File: src/rtl/polar_scan_soft_decoder_defines.svh
// Assertion macros for the polar SCAN soft decoder.
// Used by the top level; expects clk_i and rst_ni in scope.
`ifndef POLAR_SCAN_SOFT_DECODER_DEFINES_SVH
`define POLAR_SCAN_SOFT_DECODER_DEFINES_SVH

// Consequent checked in the same cycle as the antecedent
`define PSD_ASSERT_NOW(lbl, ante, cons, msg) \
  lbl: assert property (@(posedge clk_i) disable iff (!rst_ni) (ante) |-> (cons)) \
    else $error(msg);

// Consequent checked in the cycle after the antecedent
`define PSD_ASSERT_NEXT(lbl, ante, cons, msg) \
  lbl: assert property (@(posedge clk_i) disable iff (!rst_ni) (ante) |=> (cons)) \
    else $error(msg);

`endif

File: src/rtl/psd_ram.sv
// Generic RAM: one write port, two registered read ports.
// No dependencies.
`timescale 1ns / 1ps

module psd_ram #(
  parameter int WIDTH = 8,
  parameter int DEPTH = 16
) (
  input  logic                     clk_i,
  input  logic                     we_i,
  input  logic [$clog2(DEPTH)-1:0] waddr_i,
  input  logic [WIDTH-1:0]         wdata_i,
  input  logic [$clog2(DEPTH)-1:0] raddr_a_i,
  input  logic [$clog2(DEPTH)-1:0] raddr_b_i,
  output logic [WIDTH-1:0]         rdata_a_o,
  output logic [WIDTH-1:0]         rdata_b_o
);

  logic [WIDTH-1:0] mem [DEPTH];
  logic [WIDTH-1:0] rdata_a_q;
  logic [WIDTH-1:0] rdata_b_q;

  // write port
  always_ff @(posedge clk_i) begin
    if (we_i) begin
      mem[waddr_i] <= wdata_i;
    end
  end

  // read ports, registered, old data on a same-address write
  always_ff @(posedge clk_i) begin
    rdata_a_q <= mem[raddr_a_i];
    rdata_b_q <= mem[raddr_b_i];
  end

  assign rdata_a_o = rdata_a_q;
  assign rdata_b_o = rdata_b_q;

endmodule

File: config.mk
export PLATFORM = sky130hd
export DESIGN_NAME = psd_ram
export DESIGN_NICKNAME = d
export VERILOG_FILES = /design/src/rtl/polar_scan_soft_decoder_defines.svh /design/src/rtl/psd_ram.sv
export SDC_FILE = /design/constraint.sdc
export NUM_CORES = 1
export LEC_CHECK = 0
export ABC_AREA = 1
export BUFFER_PORTS_ARGS = -buffer_cell sky130_fd_sc_hd__buf_4
export CORE_MARGIN = 1
export CORE_UTILIZATION = 35
export DETAILED_ROUTE_END_ITERATION = 10
export SYNTH_ARGS = -nofsm -noshare
export SYNTH_HDL_FRONTEND = slang
export SYNTH_SLANG_ARGS = --single-unit
File: constraint.sdc
create_clock -name clk_i -period 2.7 [get_ports clk_i]
set_input_delay 0.135 -clock clk_i [delete_from_list [all_inputs] [get_ports clk_i]]
set_output_delay 0.135 -clock clk_i [all_outputs]
set_load 0.005 [all_outputs]
; Word level (Yosys, flattened, before mapping)
; Memories as Yosys holds them, arrays and structs flattened. A register that Yosys moved wholly into a read port is not among the register bits.
; Cells that the tools add are included.
[word_totals]
register_bits = 0
ramBits = 128
in_bits = 22
output_inout_bits = 16
wordCells = 3
mem_count = 1
[classes]
n_mux = 2
[memory_table]
columns = memory, depth, word_bits, read_ports, rd_ports_with_merged_regs, wr, line_no
row1 = mem, 16, 8, 2, 2, 1, psd_ram.sv:19  ; logic [WIDTH-1:0] mem [DEPTH];
[ops]
columns = operator, n
row1 = $mux 1, 2

; Longest topological paths before layout
[logic_depth]
ltp_word = 2
ltp_mapped = 7
ltp_nobuf = 6

; Worst setup path before layout
; OpenSTA, ideal clock, no wires.
[synth_path]
path_kind = input to register
start = input waddr_i[2]
end = memory mem[10][0], enable pin
setup_time_ns = 0.370
arrival_ns = 0.716
required_ns = 2.330
setup_slack_ns = 1.614
cell_stages = 2
path_buffers = 0
path_cell_list = nand3b_1 > nor2_1
[synth_rtl]
columns = item, line_no
row1 = "start, declared", psd_ram.sv:11  ; input logic [$clog2(DEPTH)-1:0] waddr_i,
row2 = "end, declared", psd_ram.sv:19
; Straight into the memory's write port.

==> run metrics <==
Max Freq=0.779 GHz; Required @ worst endpoint=3.01 ns; Gate power share=9.7%; ANT cells=0; average footprint of a synthesized cell=8.53 um2; # clock sinks=144; Hold Violations, Final=0; Synth area leaders=edfxtp_1 53%, nand3_1 16%, nand2_1 14%; NetSw=1.30 mW; Clock power frac=43.8%; post-DP HPWL=12,900 um; status=completed; area grow syn2layout=13.7%; DRT antenna net count=0; Reg power frac=46.4%; pre-CTS setup slack=1.02 ns; share of cells above drive strength 1=9.48%; Post-Synth Adder-Cell Area=0%; CP most frequent cell=nand3_1; Cell Chain, Critical Path=buf_4, buf_4, nand2_1, nand3_1, nand3_1, nand3_1, nand2_1; max incr delay on CP=0.43 ns; max-slew headroom at the worst pin=37.3%; Internal Power=4.11 mW; PortBufs=37; EDFF count, synth=128; Switching Share=24.0%; # resized after CTS=0; Post-Synth XOR/XNOR Area=0%; ratio of final minimum period to clock period=47.6%; Num CTS Buffers=17; final instance area=8260 um2; setup repair bufs after CTS=0; routed vias/inst=5.08; Compound-Gate Fraction of Synth Area=0%; Cell Pwr Density=655 nW/um2; worst reg2reg setup slack=1.56 ns; total grt overflow=0; Die Wd=146 um; Clock Skew=0.0101 ns; crit path kind=input pin to flop; worst vdd ir=0.412 mV; vias in the first global route=5,468; hold_buf cts=0; leakage=3.68 nW; I/O Pins=38; CTS root buf=clkbuf_16; Fin Setup TNS=0 ns; Layout Cells excl Fill=1,156; Post-Synth Simple-Gate Area=30.9%; gpl congestion=0.826; Placed Cells incl. Taps=1,124; largest family of logic cells by synthesized area=simple AND/OR/NAND/NOR gates; Final Util=40.7%; Yosys Warn Count=0; post-synthesis sequential area ratio=57.4%; total power=5.41 mW; Starting Density=35.8%; CTS tree=built; RSZ-0062 raised after global routing=false; hold slack=0.0398 ns; Bufs on Longest Clock Path=2; Avg WL per Cell=18.3 um; Top FF cell, synth=edfxtp_1; largest net degree at the start of global routing=65; first-pass GRT wire length=32,100 um; cell area after synthesis=7260 um2; post-layout min period=1.28 ns; Critical Path AT=1.60 ns; DRC=0; dominant cell type by area after synthesis=edfxtp_1; most frequent cell after synthesis=nand2_1; Cell Rows=52; core area=20,300 um2; initial DRC count=747; CP max-delay cell=buf_4; Die Ht=146 um; crit start category=input pin; Tot GR Track Use=20.4%; Post-synth ARST share=0%; worst min path class=input pin to flop; Max Transition Viols Final=0; H-tree depth=4; Post-synth top cells=277 x nand2_1, 225 x nand3_1, 134 x inv_1; Placed Instance Area=7660 um2; total number of vias=5,871; distinct cell type count after synthesis=13; worst skew pair latency=0.43 ns; number of register bits inferred by synthesis=144; Max-Cap Viols=0; # nets final=895; DRT Pass-1 Iters=6; Clk pin slew, worst setup/hold paths=0.06 ns; Critical Path Sink Type=flop; initial antenna violation count=0; Die ar.=21,300 um2; mux cell area share after synthesis=0%; Synth top area share=52.9%; Synth Net Count=873; Filler Cell Count=1,990; setup slack after layout=1.42 ns; Post-Synthesis Cells=851; final WL=21,200 um; CP Max Fanout=43; Finish-stage setup viols=0; worst slew pin tran=0.937 ns
-- metal layers --
metal / vias up / global-route usage, % / part of all wire, %
met5: - / 0 / 0
met4: 0 / 10.7 / 3.5
met3: 47 / 3.44 / 8.1
met2: 295 / 31.2 / 45
met1: 2745 / 27.7 / 43
li1: 2784 / - / -
-- path summary, 6_finish.rpt --
kind	from	end	cells after the start
min	raddr_a_i[3]	rdata_a_o[1]	3
max reg2reg	mem[8][0]	rdata_b_o[0]	6
max	raddr_b_i[0]	rdata_b_o[0]	7
min reg2reg	mem[12][6]	rdata_a_o[6]	6
-- sequential cells by signal, indices dropped and copies added, names as in the netlist --
name       cells
mem          128
rdata_a_o      8
rdata_b_o      8
-- cells in the final DEF, fill, tap and decap left out --
cell          n
buf_12        1
buf_4        50
bufinv_16     3
clkbuf_1      2
clkbuf_16    17
clkinv_1      1
clkinv_2      1
clkinv_4      3
clkinvlp_4    4
dfxtp_1      16
edfxtp_1    128
inv_1       134
inv_2         4
inv_6         1
nand2_1     277
nand3_1     225
nand3b_1      2
nor2_1       17
-- cell families (layout without fill, tap and decap cells) --
| logic type | Yosys count | in the layout |
|---|---|---|
| buf+inv | 186 | 221 |
| flops | 144 | 144 |
| simple gates | 521 | 521 |
-- power groups by stage --
stage                     Clock (mW)  Sequential (mW)  Combinational, mW
after floorplan                    0             2.56              0.314
after global placement             0             2.56              0.514
after detailed placement           0             2.56              0.517
after CTS                       2.39             2.51              0.520
after global routing            2.49             2.52              0.570
final                           2.37             2.51              0.526
-- worst max-delay path: cells and delay by family --
kind / cells / cell delay (ns)
buf+inv: 2 / 0.81
simple gates: 5 / 0.61
-- layout make-up --
class	instances	area [um2]	area share, %
Clock buffer	19	433	5.24
Sequential cell	144	4160	50.4
Inverter	138	518	6.27
Clock inverter	13	164	1.99
Timing Repair Buffer	51	395	4.79
Multi-Input combinational cell	521	2240	27.2
Tap cell	270	338	4.09
No activity file was read; power rests on OpenSTA's default activity.
