[config.mk]
export PLATFORM = sky130hd
export DESIGN_NAME = psd_alu
export DESIGN_NICKNAME = d
export VERILOG_FILES = /design/src/rtl/polar_scan_soft_decoder_defines.svh /design/src/rtl/psd_pkg.sv /design/src/rtl/psd_alu.sv
export SDC_FILE = /design/constraint.sdc
export NUM_CORES = 1
export LEC_CHECK = 0
export ABC_CLOCK_PERIOD_IN_PS = 9300
export BUFFER_PORTS_ARGS = -buffer_cell sky130_fd_sc_hd__buf_2
export CAP_MARGIN = 20
export CELL_PAD_IN_SITES_DETAIL_PLACEMENT = 1
export CELL_PAD_IN_SITES_GLOBAL_PLACEMENT = 1
export CORE_MARGIN = 1
export CORE_UTILIZATION = 41
export DETAILED_ROUTE_END_ITERATION = 10
export GPL_ROUTABILITY_DRIVEN = 0
export PLACE_DENSITY = 0.83
export SETUP_SLACK_MARGIN = 0.4
export SLEW_MARGIN = 20
export SYNTH_ARGS = -nofsm -noshare
export SYNTH_HDL_FRONTEND = slang
export SYNTH_SLANG_ARGS = --single-unit
[constraint.sdc]
create_clock -name vclk -period 9.3
set_input_delay 1.395 -clock vclk [all_inputs]
set_output_delay 1.395 -clock vclk [all_outputs]
set_load 0.01 [all_outputs]
[src/rtl/polar_scan_soft_decoder_defines.svh]
// Assertion macros for the polar SCAN soft decoder.
// Used by the top level; expects clk_i and rst_ni in scope.
`ifndef POLAR_SCAN_SOFT_DECODER_DEFINES_SVH
`define POLAR_SCAN_SOFT_DECODER_DEFINES_SVH

// Consequent checked in the same cycle as the antecedent
`define PSD_ASSERT_NOW(lbl, ante, cons, msg) \
  lbl: assert property (@(posedge clk_i) disable iff (!rst_ni) (ante) |-> (cons)) \
    else $error(msg);

// Consequent checked in the cycle after the antecedent
`define PSD_ASSERT_NEXT(lbl, ante, cons, msg) \
  lbl: assert property (@(posedge clk_i) disable iff (!rst_ni) (ante) |=> (cons)) \
    else $error(msg);

`endif

[src/rtl/psd_pkg.sv]
// Package for the polar SCAN soft decoder: sizes, word types, codes.
// No dependencies.
`timescale 1ns / 1ps

package psd_pkg;

  // code and number format
  localparam int BLOCK_LENGTH = 64;
  localparam int LGN          = $clog2(BLOCK_LENGTH);
  localparam int LLR_WIDTH    = 10;
  localparam int LLR_MAX_I    = (1 << (LLR_WIDTH - 1)) - 1;
  localparam int OUT_WIDTH    = 10;
  localparam int OUT_MAX_I    = 511;
  localparam int ITW          = 4;
  localparam int ITER_RESET   = 2;

  // message store layout: right store holds the even part, then the odd part
  localparam int LDEPTH  = 2 * BLOCK_LENGTH - 1;
  localparam int EDEPTH  = LDEPTH;
  localparam int ODEPTH  = 7 * BLOCK_LENGTH / 2;
  localparam int RDEPTH  = EDEPTH + ODEPTH;
  localparam int ODD_OFF = EDEPTH;
  localparam int LAW     = $clog2(LDEPTH);
  localparam int RAW     = $clog2(RDEPTH);
  localparam int LVW     = $clog2(LGN + 1);

  typedef logic signed [LLR_WIDTH-1:0] psd_llr_t;
  localparam psd_llr_t LLR_MAX = psd_llr_t'(LLR_MAX_I);

  typedef struct packed {
    logic signed [7:0] channel_llr;
    logic              frozen_flag;
    logic              last_in;
  } psd_in_t;

  typedef struct packed {
    logic signed [OUT_WIDTH-1:0] soft_llr;
    logic                        last_out;
  } psd_out_t;

  typedef enum logic [3:0] {
    ST_CLEAR,
    ST_LOAD,
    ST_LEFT_RD,
    ST_LEFT_WR,
    ST_RIGHT_RD,
    ST_RIGHT_WR1,
    ST_RIGHT_WR2,
    ST_FRZ_RD,
    ST_FRZ_WR,
    ST_OUT_RD,
    ST_OUT_WR
  } psd_state_e;

  // write data source for the two stores
  typedef enum logic [2:0] {
    WSEL_ZERO,
    WSEL_LOAD,
    WSEL_LEFT,
    WSEL_FRZ_IN,
    WSEL_FIRST,
    WSEL_SECOND,
    WSEL_FRZ_MEM
  } psd_wsel_e;

  typedef struct packed {
    logic [LAW-1:0] l_ra;
    logic [LAW-1:0] l_rb;
    logic           l_we;
    logic [LAW-1:0] l_wa;
    psd_wsel_e      l_wsel;
    logic [RAW-1:0] r_ra;
    logic [RAW-1:0] r_rb;
    logic           r_we;
    logic [RAW-1:0] r_wa;
    psd_wsel_e      r_wsel;
  } psd_mem_cmd_t;

  typedef struct packed {
    logic in_stall;
    logic grp_odd;
    logic out_load;
    logic out_last;
  } psd_stat_t;

endpackage

[src/rtl/psd_alu.sv]
// Node update logic: min-sum check node and saturating adds.
// Depends on psd_pkg.
`timescale 1ns / 1ps

module psd_alu (
  input  psd_pkg::psd_llr_t            a_i,
  input  psd_pkg::psd_llr_t            b_i,
  input  psd_pkg::psd_llr_t            x_i,
  input  psd_pkg::psd_llr_t            y_i,
  input  logic                         grp_odd_i,
  output psd_pkg::psd_llr_t            left_o,
  output psd_pkg::psd_llr_t            first_o,
  output psd_pkg::psd_llr_t            second_o,
  output logic signed [psd_pkg::OUT_WIDTH-1:0] out_o
);

  // saturating add, maximum is sticky infinity
  function automatic psd_pkg::psd_llr_t sadd(input psd_pkg::psd_llr_t a,
                                             input psd_pkg::psd_llr_t b);
    logic signed [psd_pkg::LLR_WIDTH:0] s;
    s = a + b;
    if (a == psd_pkg::LLR_MAX || b == psd_pkg::LLR_MAX) return psd_pkg::LLR_MAX;
    if (s > psd_pkg::LLR_MAX_I) return psd_pkg::LLR_MAX;
    if (s < -psd_pkg::LLR_MAX_I) return -psd_pkg::LLR_MAX;
    return psd_pkg::LLR_WIDTH'(s);
  endfunction

  // min-sum check node
  function automatic psd_pkg::psd_llr_t fmin(input psd_pkg::psd_llr_t a,
                                             input psd_pkg::psd_llr_t b);
    psd_pkg::psd_llr_t ma;
    psd_pkg::psd_llr_t mb;
    psd_pkg::psd_llr_t m;
    ma = a[psd_pkg::LLR_WIDTH-1] ? -a : a;
    mb = b[psd_pkg::LLR_WIDTH-1] ? -b : b;
    m  = (ma < mb) ? ma : mb;
    return (a[psd_pkg::LLR_WIDTH-1] != b[psd_pkg::LLR_WIDTH-1]) ? -m : m;
  endfunction

  function automatic logic signed [psd_pkg::OUT_WIDTH-1:0] clip_out(
      input psd_pkg::psd_llr_t v);
    int iv;
    iv = int'(v);
    if (iv > psd_pkg::OUT_MAX_I) iv = psd_pkg::OUT_MAX_I;
    if (iv < -psd_pkg::OUT_MAX_I) iv = -psd_pkg::OUT_MAX_I;
    return psd_pkg::OUT_WIDTH'(iv);
  endfunction

  // left node: x is the right message of this level (odd group) or the odd one
  assign left_o = grp_odd_i ? sadd(b_i, fmin(a_i, x_i)) : fmin(a_i, sadd(b_i, x_i));

  // right node pair: x is the even message, y the odd one
  assign first_o  = fmin(x_i, sadd(y_i, b_i));
  assign second_o = sadd(y_i, fmin(x_i, a_i));

  // soft output: channel side plus level-0 right message
  assign out_o = clip_out(sadd(a_i, x_i));

endmodule

* After elaboration in Yosys (flattened, before gate mapping) *
Cells that the tools add are included.

storage, ports and cells
  bits in registers = 0
  input bits = 41
  logic and storage cells = 119

cells by class
  $add $sub $neg = 13
  $lt $le $gt $ge = 16
  eq/ne operators = 10
  mux-type cells = 75
  reduce and logical (&&, ||, !) cells = 5

operator list
  kind                  count
  $mux 10               44
  $neg 10->10           8
  $eq 10x10->1 const B  6
  $add 10x10->11        5
  $gt 11x10->1 const B  5
  $lt 11x10->1 const B  5
  $lt 10x10->1          4
  $lt 32x10->1 const B  1
  $mux 32               1
  $mux 1                30
  $gt 10x10->1 const B  1
  $logic_or 1x1->1      5
  $ne 1x1->1            4

* Depth between registers and ports, before layout *
Gate-level depths: netlist of run 1.

  depth after elaboration = 16
  mapped depth = 35
  gate-level depth less buffers = 33

* Least setup slack after synthesis of run 1 *
OpenSTA, ideal clock, no wires.

  path kind = input port to output port
  start point = input port b_i[0]
  end point = output port first_o[8]
  data arrival time = 7.631 ns
  required time = 7.905 ns
  setup slack = 0.274 ns
  stages = 30
  buffers on the path = 2
  cell sequence = ha_1 fa_1 a211o_1 a21o_1 a211oi_1 nand2_1 or4_1 o21a_1 nor2_1 inv_1 a21oi_1 ha_1 clkbuf_1 inv_1 o2bb2ai_1 a211oi_2 ha_1 nor2_1 a21oi_1 o21ai_0 maj3_1 o211ai_1 nand4_1 clkbuf_1 a21oi_1 ha_1 nand2_1 o41ai_1 xnor2_1 o21ai_0

between the ends
  word-level cells in the longest chain between the ends = 14
  elaborated cells between the ends (all ways) = 23
  those cells by class = 3 x add/sub; 3 x order compare; 2 x eq/ne; 14 x mux; 1 x reduce/logical

ends and longest elaborated chain
  element              line           text
  start: declaration   psd_alu.sv:7   input psd_pkg::psd_llr_t b_i,
  $add 10x10->11       psd_alu.sv:21  s = a + b;
  $lt 11x10->1         psd_alu.sv:24  if (s < -psd_pkg::LLR_MAX_I) return -psd_pkg::LLR_MAX;
  $mux 1 (2 in a row)  psd_alu.sv:24
  $mux 1               psd_alu.sv:23  if (s > psd_pkg::LLR_MAX_I) return psd_pkg::LLR_MAX;
  $mux 10              psd_alu.sv:25  return psd_pkg::LLR_WIDTH'(s);
  $mux 10              psd_alu.sv:24
  $mux 10 *            psd_alu.sv:23
  $neg 10->10          psd_alu.sv:35  mb = b[psd_pkg::LLR_WIDTH-1] ? -b : b;
  $mux 10              psd_alu.sv:35
  $lt 10x10->1         psd_alu.sv:36  m = (ma < mb) ? ma : mb;
  $mux 10              psd_alu.sv:36
  $neg 10->10          psd_alu.sv:37  return (a[psd_pkg::LLR_WIDTH-1] != b[psd_pkg::LLR_WIDTH-1]) ? -m : m;
  $mux 10 *            psd_alu.sv:37
  end: declaration     psd_alu.sv:12  output psd_pkg::psd_llr_t first_o,

Every way passes the cells marked *; elsewhere a longest branch is shown, timed or not. The select of a mux whose other input is x is not followed.

* Final worst setup path of run 1 *
  start point = input port x_i[1]
  end point = output port left_o[8]

between the ends
  word-level cells in the longest chain between the ends = 15
  elaborated cells between the ends (all ways) = 46
  those cells by class = 6 x add/sub; 6 x order compare; 3 x eq/ne; 29 x mux; 2 x reduce/logical

ends and longest elaborated chain
  element                                               line                          text
  start: declaration                                    psd_alu.sv:8                  input psd_pkg::psd_llr_t x_i,
  $neg 10->10 / $add 10x10->11 (equally long branches)  psd_alu.sv:35, psd_alu.sv:21
  $mux 10 / $lt 11x10->1 (equally long branches)        psd_alu.sv:35, psd_alu.sv:24
  $lt 10x10->1 / $mux 1 (equally long branches)         psd_alu.sv:36, psd_alu.sv:24
  $mux 10 / $mux 1 (equally long branches)              psd_alu.sv:36, psd_alu.sv:24
  $neg 10->10 / $mux 1 (equally long branches)          psd_alu.sv:37, psd_alu.sv:23
  $mux 10 (on tied branches)                            psd_alu.sv:37, psd_alu.sv:25
  $add 10x10->11 / $mux 10 (equally long branches)      psd_alu.sv:21, psd_alu.sv:24
  $lt 11x10->1 / $mux 10 (equally long branches)        psd_alu.sv:24, psd_alu.sv:23
  $mux 1 / $neg 10->10 (equally long branches)          psd_alu.sv:24, psd_alu.sv:35
  $mux 1 / $mux 10 (equally long branches)              psd_alu.sv:24, psd_alu.sv:35
  $mux 1 / $lt 10x10->1 (equally long branches)         psd_alu.sv:23, psd_alu.sv:36
  $mux 10 (on tied branches)                            psd_alu.sv:25, psd_alu.sv:36
  $mux 10 / $neg 10->10 (equally long branches)         psd_alu.sv:24, psd_alu.sv:37
  $mux 10 (on tied branches)                            psd_alu.sv:23, psd_alu.sv:37
  $mux 10 *                                             psd_alu.sv:50                 assign left_o = grp_odd_i ? sadd(b_i, fmin(a_i, x_i)) : fmin(a_i, sadd(b_i, x_i));
  end: declaration                                      psd_alu.sv:11                 output psd_pkg::psd_llr_t left_o,

Marked as above.

==> results.tsv, run 1 <==
metric	value	unit
most frequent cells in the layout	nand2_1 (92), buf_4 (89), nor2_1 (78)	
Post-Layout Cell Count	1336	
core area	15890	um^2
Post-DP HPWL	22370	um
I/O pins	81	
Die H	129.7	um
Critical Path Source Type	primary input	
Initial DRC Count	702	
antenna violations before repair	0	
Seq Cell Count	0	
largest family of logic cells by synthesized area	compound AO/OA/AOI/OAI gates	
Vias	8912	
Crit path largest cell delay	450	ps
Max-slew headroom	24.54	%
fmax	0.1114	GHz
Hold WC Path Type	in2out	
largest net degree at the start of global routing	26	
final core utilization	54.47	%
register area	0	um^2
Slew Limit Fails	0	
complex-gate fraction of the synthesized area	34.44	%
min cycle time layout	8974	ps
Fin. Hold Viols	0	
post-route DRC violation count	0	
clk_buf instances	0	
number of global-route vias before repair	8250	
Crit path required time	7910	ps
mapped cell area	6681	um^2
count of final setup violators	0	
Hold Startpoint	y_i[0]	
most common cell after layout, fill and taps aside	nand2_1	
max-cap viol count	0	
Cells after DPL	1298	
Cell Pwr Density	176.6	nW/um^2
die area	16810	um^2
crit path from	x_i[1]	
synth warn	0	
Worst-Margin Slew	1124	ps
most frequent cell on the critical path	buf_4	
Synth Area in Simple Gates	25.54	%
Pre-antenna DRT Iters	7	
mean area per synthesized cell	6.881	um^2
# diodes	0	
port bufs	81	
multiplexer share of the synthesized area	3.502	%
critical path class	in2out	
Worst path slowest cell	a221o_2	
Pleak	3.646	nW
remaining antenna violation count	0	
Seq/Total Area, Yosys	0	%
xor-xnor portion of the synthesized cell area	13.75	%
Net count, final	1249	
row cnt	46	
drt wl/cell	24.03	um
final setup TNS	0	ps
Data arrival, critical path	7580	ps
area grow syn2layout	29.51	%
post-synthesis adder-cell area fraction	17.43	%
Hold Slack	3295	ps
Peak VDD IR	0.00007974	V
Final Power	1.528	mW
Tcrit/Tclk final	96.50	%
Gate Count Post-Synth	971	
layout cells sized above 1	29.55	%
RSZ-0062 raised after global routing	yes	
DRT Wirelength	32110	um
Max Fanout on Critical Path	5	
GRT Overall Usage	32.19	%
Initial Utilization	42.06	%
first-pass GRT wire length	42900	um
Unique masters post-synth	94	
status	finished, final reports clean	
vias per std cell	6.671	
Die W	129.7	um
grt total ovfl	0	
crit path capture type	primary output	
where the power goes:
group | switching [mW] | leakage, nW | internal (mW) | total (mW)
registers | 0 | 0 | 0 | 0
logic | 0.910 | 3.65 | 0.618 | 1.53
clock network | 0 | 0 | 0 | 0
critical path, delay by kind of cell:
family	cells	cell delay [ps]
AOI/OAI and AO/OA	15	3310
adders and majority gates	3	800
buffers and inverters	5	750
and+or+nand+nor	6	1320
metal layers:
metal  wire [um]  GRT usage [%]  part of all wire (%)
met4        1905          10.88                   5.9
met2       15340          57.19                    48
met1       12250          40.29                    38
met5           0              0                     0
met3        2620          3.303                   8.2
cells by family (layout without fill, tap and decap cells):
family	count (synthesis)	after routing
other	1	2
multiplexers	19	19
buffers and inverters	88	236
XOR/XNOR	104	104
AND/OR/NAND/NOR	342	342
AO/OA/AOI/OAI	326	326
adder cells (fa/ha/maj)	91	91
path summary, 6_finish.rpt:
path	endpoint	slack [ps]	depth (start not counted)
worst min-delay path	second_o[0]	3290	5
worst max-delay path	left_o[8]	330	29
Yosys cell counts, drive strengths merged (5+ instances only):
cell / instances / area [um^2]
nor3: 22 / 110.1
a211oi: 15 / 122.6
o31ai: 17 / 147.6
nand2: 95 / 364.1
o21bai: 19 / 142.6
a31oi: 8 / 50.05
a2111oi: 10 / 113.9
nand3: 26 / 130.1
o211ai: 15 / 122.6
o21a: 8 / 60.06
nor2: 86 / 327.8
nor2b: 11 / 68.82
clkbuf: 17 / 63.81
xor2: 27 / 244.0
fa: 5 / 100.1
xnor2: 77 / 674.4
a41oi: 5 / 62.56
buf: 10 / 60.05
mux2: 5 / 56.30
inv: 61 / 229.0
and2: 12 / 75.07
and3: 9 / 56.30
or4: 6 / 48.80
nor4: 7 / 58.81
a21o: 20 / 150.1
nand2b: 19 / 118.9
a21oi: 72 / 364.1
ha: 81 / 1013
mux2i: 11 / 110.1
or2: 8 / 50.05
maj3: 5 / 51.30
o21ai: 81 / 409.1
nor3b: 6 / 50.05
nand4: 18 / 112.6
or3: 12 / 80.08
a221oi: 5 / 85.08
per-stage QoR:
stage                     setup slack, ps  instance area, um^2
after global placement              129.8                 7657
after floorplan                     452.3                 6690
after CTS                           384.2                 7853
final                               325.6                 8653
after global routing               -43.46                 8653
after detailed placement           -72.71                 7657
final cells by class:
type	instances	area, um^2
fill	2056	7232
inverter	61	231.5
multi-input combinational	884	6989
tap	216	270.3
timing repair buffer	175	1162
timing repair:
action	in CTS	in global routing
setup buffers	10	28
pin swaps	15	55
gates resized for setup	35	141
hold endpoints to repair	0	0
endpoints found under the setup margin	23	25
hold buffers	0	0
Power figures use the tool's default switching activity.
==> run 2: changes to the inputs <==
--- a/config.mk
+++ b/config.mk
@@ -10,11 +10,12 @@
 export CAP_MARGIN = 20
 export CELL_PAD_IN_SITES_DETAIL_PLACEMENT = 1
 export CELL_PAD_IN_SITES_GLOBAL_PLACEMENT = 1
+export CORE_ASPECT_RATIO = 1.25
 export CORE_MARGIN = 1
 export CORE_UTILIZATION = 41
 export DETAILED_ROUTE_END_ITERATION = 10
 export GPL_ROUTABILITY_DRIVEN = 0
-export PLACE_DENSITY = 0.83
+export PLACE_DENSITY = 0.78
 export SETUP_SLACK_MARGIN = 0.4
 export SLEW_MARGIN = 20
 export SYNTH_ARGS = -nofsm -noshare
==> run 2 against run 1 <==
Effect of this change: die area barely moved; cell area grew 0.91%; sequential share of layout area stayed put; critical path depth up 1; worst setup slack worse by 100 ps; critical path type unchanged; critical endpoint is now left_o[7]; largest power group unchanged; highest routed layer unchanged.
==> results.tsv, run 2 (same netlist as run 1, synthesis figures left out) <==
metric	value	unit	change
status	finished, final reports clean		
Pleak	3.735	nW	+2.4%
switching part of the total	57.94	%	-1.6 points
number of global-route vias before repair	8377		+1.5%
final setup TNS	0	ps	unchanged
register area	0	um^2	unchanged
most frequent cells in the layout	buf_4 (101), nand2_1 (90), nor2_1 (77)		
Internal	666.0	uW	+7.8%
I/O pins	81		unchanged
Slew Limit Fails	0		unchanged
hold_buf cts	0		unchanged
Worst path slowest cell	a221oi_4		
final setup margin	220.9	ps	-104.7 ps
RSZ-0062 raised after global routing	yes		
combinational power share	100.0	%	about the same
Post-Layout Cell Count	1345		+0.67%
Net Switching	917.3	uW	+0.80%
Hold WC Path Type	in2out		
Max-slew headroom	16.59	%	-7.9 points
layout cells sized above 1	30.45	%	+0.90 points
Tcrit/Tclk final	97.62	%	+1.1 points
port bufs	81		unchanged
Clk pwr share	0	%	unchanged
max-cap viol count	0		unchanged
row cnt	51		+11%
Critical Path Source Type	primary input		
dpl ws	-20.04	ps	+52.67 ps
vias per std cell	6.523		-2.2%
Post-DP HPWL	21340	um	-4.6%
Fin. Hold Viols	0		unchanged
crit path capture type	primary output		
most common cell after layout, fill and taps aside	buf_4		
Worst-Margin Slew	1240	ps	+115.9 ps
Cell Pwr Density	181.3	nW/um^2	+2.7%
DP Area	7592	um^2	-0.85%
Initial Utilization	42.39	%	+0.33 points
post-route DRC violation count	0		unchanged
Crit path required time	7910	ps	about the same
grt total ovfl	0		unchanged
Initial DRC Count	701		-0.14%
antenna violations before repair	0		unchanged
Seq pwr share	0	%	unchanged
most frequent cell on the critical path	buf_4		
# diodes	0		unchanged
DRT Wirelength	31030	um	-3.4%
GRT Overall Usage	31.91	%	-0.28 points
Net count, final	1262		+1.0%
clk_buf instances	0		unchanged
critical path class	in2out		
Peak VDD IR	0.0001129	V	+42%
Seq Cell Count	0		unchanged
first-pass GRT wire length	42190	um	-1.7%
hold path endpoint	second_o[0]		
Die H	144.7	um	+12%
Die W	116.2	um	-10%
drt wl/cell	23.07	um	-4.0%
fmax	0.1101	GHz	-1.2%
final core utilization	55.40	%	+0.93 points
remaining antenna violation count	0		unchanged
die area	16810	um^2	about the same
core area	15760	um^2	-0.78%
Cells after DPL	1286		-0.92%
Max Fanout on Critical Path	5		unchanged
largest net degree at the start of global routing	31		+19%
Vias	8773		-1.6%
Data arrival, critical path	7680	ps	+100 ps
Hold Crit Depth	5		unchanged
Hold Startpoint	y_i[0]		
cell area after layout	8732	um^2	+0.91%
area grow syn2layout	30.69	%	
count of final setup violators	0		unchanged
Crit path largest cell delay	460	ps	about the same
Pre-antenna DRT Iters	5		-2
min cycle time layout	9079	ps	+104.7 ps
[run 2: cell type report]
type / count / area [um^2]
repair buffers: 188 / 1279
inverters: 61 / 235.2
well taps: 212 / 265.3
multi-input cells: 884 / 6953
fillers: 2078 / 7029
[run 2: worst max-delay path, delay by kind of cell]
family                   cells  cell delay (ps)
buffers and inverters        5              830
adder cells (fa/ha/maj)      3              690
AND/OR/NAND/NOR              8             1470
AO/OA/AOI/OAI               14             3290
[run 2: metal layers]
metal,vias to the layer above,global-route usage (%),share of wire (%),wire (um)
li1,3928,-,-,-
met3,124,1.791,4.4,1375
met5,-,0,0,0
met4,0,15.72,6.2,1914
met1,4350,37.19,39,12120
met2,371,58.68,50,15620
[run 2: metrics by stage]
step	total power [mW]	hold slack, ps
after floorplan	0.8674	2870
after global placement	1.211	3231
after detailed placement	1.238	3232
after CTS	1.326	3234
after global routing	1.687	3293
final	1.583	3272
[run 2: power groups by stage]
| stage | Clock [mW] | Combinational (mW) | Sequential (mW) |
|---|---|---|---|
| final | 0 | 1.58 | 0 |
| after global routing | 0 | 1.69 | 0 |
| after CTS | 0 | 1.33 | 0 |
| after detailed placement | 0 | 1.24 | 0 |
| after global placement | 0 | 1.21 | 0 |
| after floorplan | 0 | 0.867 | 0 |
[run 2: worst max-delay path by stage]
stage          startpoint    endpoint  depth (start not counted)
4_1_cts            b_i[0]  first_o[6]                         33
6_report           b_i[1]   left_o[7]                         30
2_1_floorplan      b_i[0]  first_o[8]                         30
5_1_grt            a_i[5]   left_o[5]                         30
3_5_place_dp       b_i[0]  first_o[8]                         32
3_3_place_gp       x_i[0]   left_o[8]                         31
[run 2: repair_timing]
| action | CTS | global route |
|---|---|---|
| setup buffers | 28 | 31 |
| endpoints found under the setup margin | 21 | 25 |
| pin swaps | 14 | 69 |
| resized for setup | 33 | 141 |
==> run 3: changes to the inputs <==
--- a/config.mk
+++ b/config.mk
@@ -9,10 +9,10 @@
 export BUFFER_PORTS_ARGS = -buffer_cell sky130_fd_sc_hd__buf_2
 export CAP_MARGIN = 20
 export CELL_PAD_IN_SITES_DETAIL_PLACEMENT = 1
-export CELL_PAD_IN_SITES_GLOBAL_PLACEMENT = 1
-export CORE_ASPECT_RATIO = 1.25
+export CELL_PAD_IN_SITES_GLOBAL_PLACEMENT = 2
+export CORE_ASPECT_RATIO = 0.75
 export CORE_MARGIN = 1
-export CORE_UTILIZATION = 41
+export CORE_UTILIZATION = 32
 export DETAILED_ROUTE_END_ITERATION = 10
 export GPL_ROUTABILITY_DRIVEN = 0
 export PLACE_DENSITY = 0.78
==> run 3 against run 2 <==
Effect of this change: die area increased by 28%; combinational power is 9% lower; core utilization shrank 13 points; maximum frequency grew 1.7%.
==> results.tsv, run 3 (same netlist as run 1, synthesis figures left out) <==
metric	value	unit	change
Cell Pwr Density	168.3	nW/um^2	-7.2%
most frequent cells in the layout	nand2_1 (90), buf_4 (86), nor2_1 (79)		
I/O pins	81		unchanged
Die W	168.9	um	+45%
Hold WC Path Type	in2out		
count of final setup violators	0		unchanged
Max Fanout on Critical Path	5		unchanged
Post-DP HPWL	23220	um	+8.8%
grt total ovfl	0		unchanged
hold_buf cts	0		unchanged
Vias	8064		-8.1%
Pre-antenna DRT Iters	5		unchanged
DRT Wirelength	28730	um	-7.4%
Worst path slowest cell	or4_4		
Seq Cell Count	0		unchanged
Initial Utilization	32.87	%	-9.5 points
register area	0	um^2	unchanged
fmax	0.1120	GHz	+1.7%
area grow syn2layout	27.64	%	
Slew Limit Fails	0		unchanged
crit path from	y_i[0]		
max-cap viol count	0		unchanged
Worst-Margin Slew	1027	ps	-212.5 ps
most common cell after layout, fill and taps aside	nand2_1		
Critical Path Source Type	primary input		
Tcrit/Tclk final	96.03	%	-1.6 points
most frequent cell on the critical path	ha_4		
post-route DRC violation count	0		unchanged
status	finished, final reports clean		
Initial DRC Count	638		-9.0%
crit path capture type	primary output		
largest net degree at the start of global routing	31		unchanged
antenna violations before repair	0		unchanged
Peak VDD IR	0.00008846	V	-22%
min cycle time layout	8931	ps	-148.5 ps
remaining antenna violation count	0		unchanged
vias per std cell	5.772		-12%
layout cells sized above 1	27.44	%	-3.0 points
Die H	127.1	um	-12%
Max-slew headroom	29.74	%	+13 points
RSZ-0062 raised after global routing	yes		
GRT Overall Usage	25.44	%	-6.5 points
number of global-route vias before repair	7645		-8.7%
Crit path largest cell delay	560	ps	+100 ps
Fin. Hold Viols	0		unchanged
final setup margin	369.4	ps	+148.5 ps
Data arrival, critical path	7540	ps	-140 ps
core area	20330	um^2	+29%
Hold Startpoint	grp_odd_i		
drt wl/cell	20.56	um	-11%
critical path class	in2out		
cell area after layout	8528	um^2	-2.3%
Crit path required time	7910	ps	about the same
row cnt	45		-12%
final core utilization	41.96	%	-13 points
DP Area	7747	um^2	+2.0%
die area	21470	um^2	+28%
dpl ws	-107.9	ps	-87.83 ps
Net count, final	1244		-1.4%
first-pass GRT wire length	43370	um	+2.8%
clk_buf instances	0		unchanged
Pleak	3.589	nW	-3.9%
# diodes	0		unchanged
port bufs	81		unchanged
run 3: cell count changes in the layout (fill, tap and decap cells not counted), moves of 4 or more:
cell     delta
ha_2        +4
xnor2_1     +4
xnor2_2     -4
buf_4      -15
o21ai_2     -6
o21ai_1     +6
run 3: what timing repair did:
item	4_1_cts	5_1_grt
gates resized for setup	28	107
hold endpoints to repair	0	0
setup endpoints to repair	23	25
gates cloned	1	0
pin swaps	11	54
setup buffers	8	23
run 3: report_power, final:
group          switching [mW]  leakage (nW)  internal (mW)
clock                       0             0              0
sequential                  0             0              0
combinational           0.830          3.59          0.605
total                   0.830          3.59          0.605
run 3: path summary, 6_finish.rpt:
path,to,slack [ps],cells after the start
setup / recovery,first_o[6],370,33
hold / removal,left_o[9],3200,3
run 3: final cells by class:
class | instances | area, um^2
fill | 2613 | 11800
multi-input combinational | 884 | 6843
timing repair buffer | 170 | 1100
tap | 282 | 352.8
inverter | 61 | 232.7
run 3: metal layers:
| metal | GRT usage [%] | share of wire, % | up-vias |
|---|---|---|---|
| met5 | 0 | 0 | - |
| met4 | 2.193 | 1.1 | 0 |
| met3 | 1.766 | 4.5 | 20 |
| met2 | 36.51 | 40 | 201 |
| met1 | 41.49 | 54 | 3958 |
| li1 | - | - | 3885 |
run 3: per-stage QoR:
| step | std cells | total power, mW | hold WS [ps] | TNS, ps |
|---|---|---|---|---|
| 2_1_floorplan | 972 | 0.8674 | 2870 | 0 |
| 3_3_place_gp | 1365 | 1.232 | 3202 | 0 |
| 3_5_place_dp | 1365 | 1.244 | 3188 | -427.7 |
| 4_1_cts | 1374 | 1.289 | 3192 | 0 |
| 5_1_grt | 1397 | 1.563 | 3252 | 0 |
| 6_report | 1397 | 1.435 | 3202 | 0 |
run 3: critical path, delay by kind of cell:
kind            cells  cell delay [ps]
xor+xnor            1              170
buf+inv             4              460
mux                 1              300
simple gates       10             1750
compound gates     11             1810
fa+ha+maj           6             1640
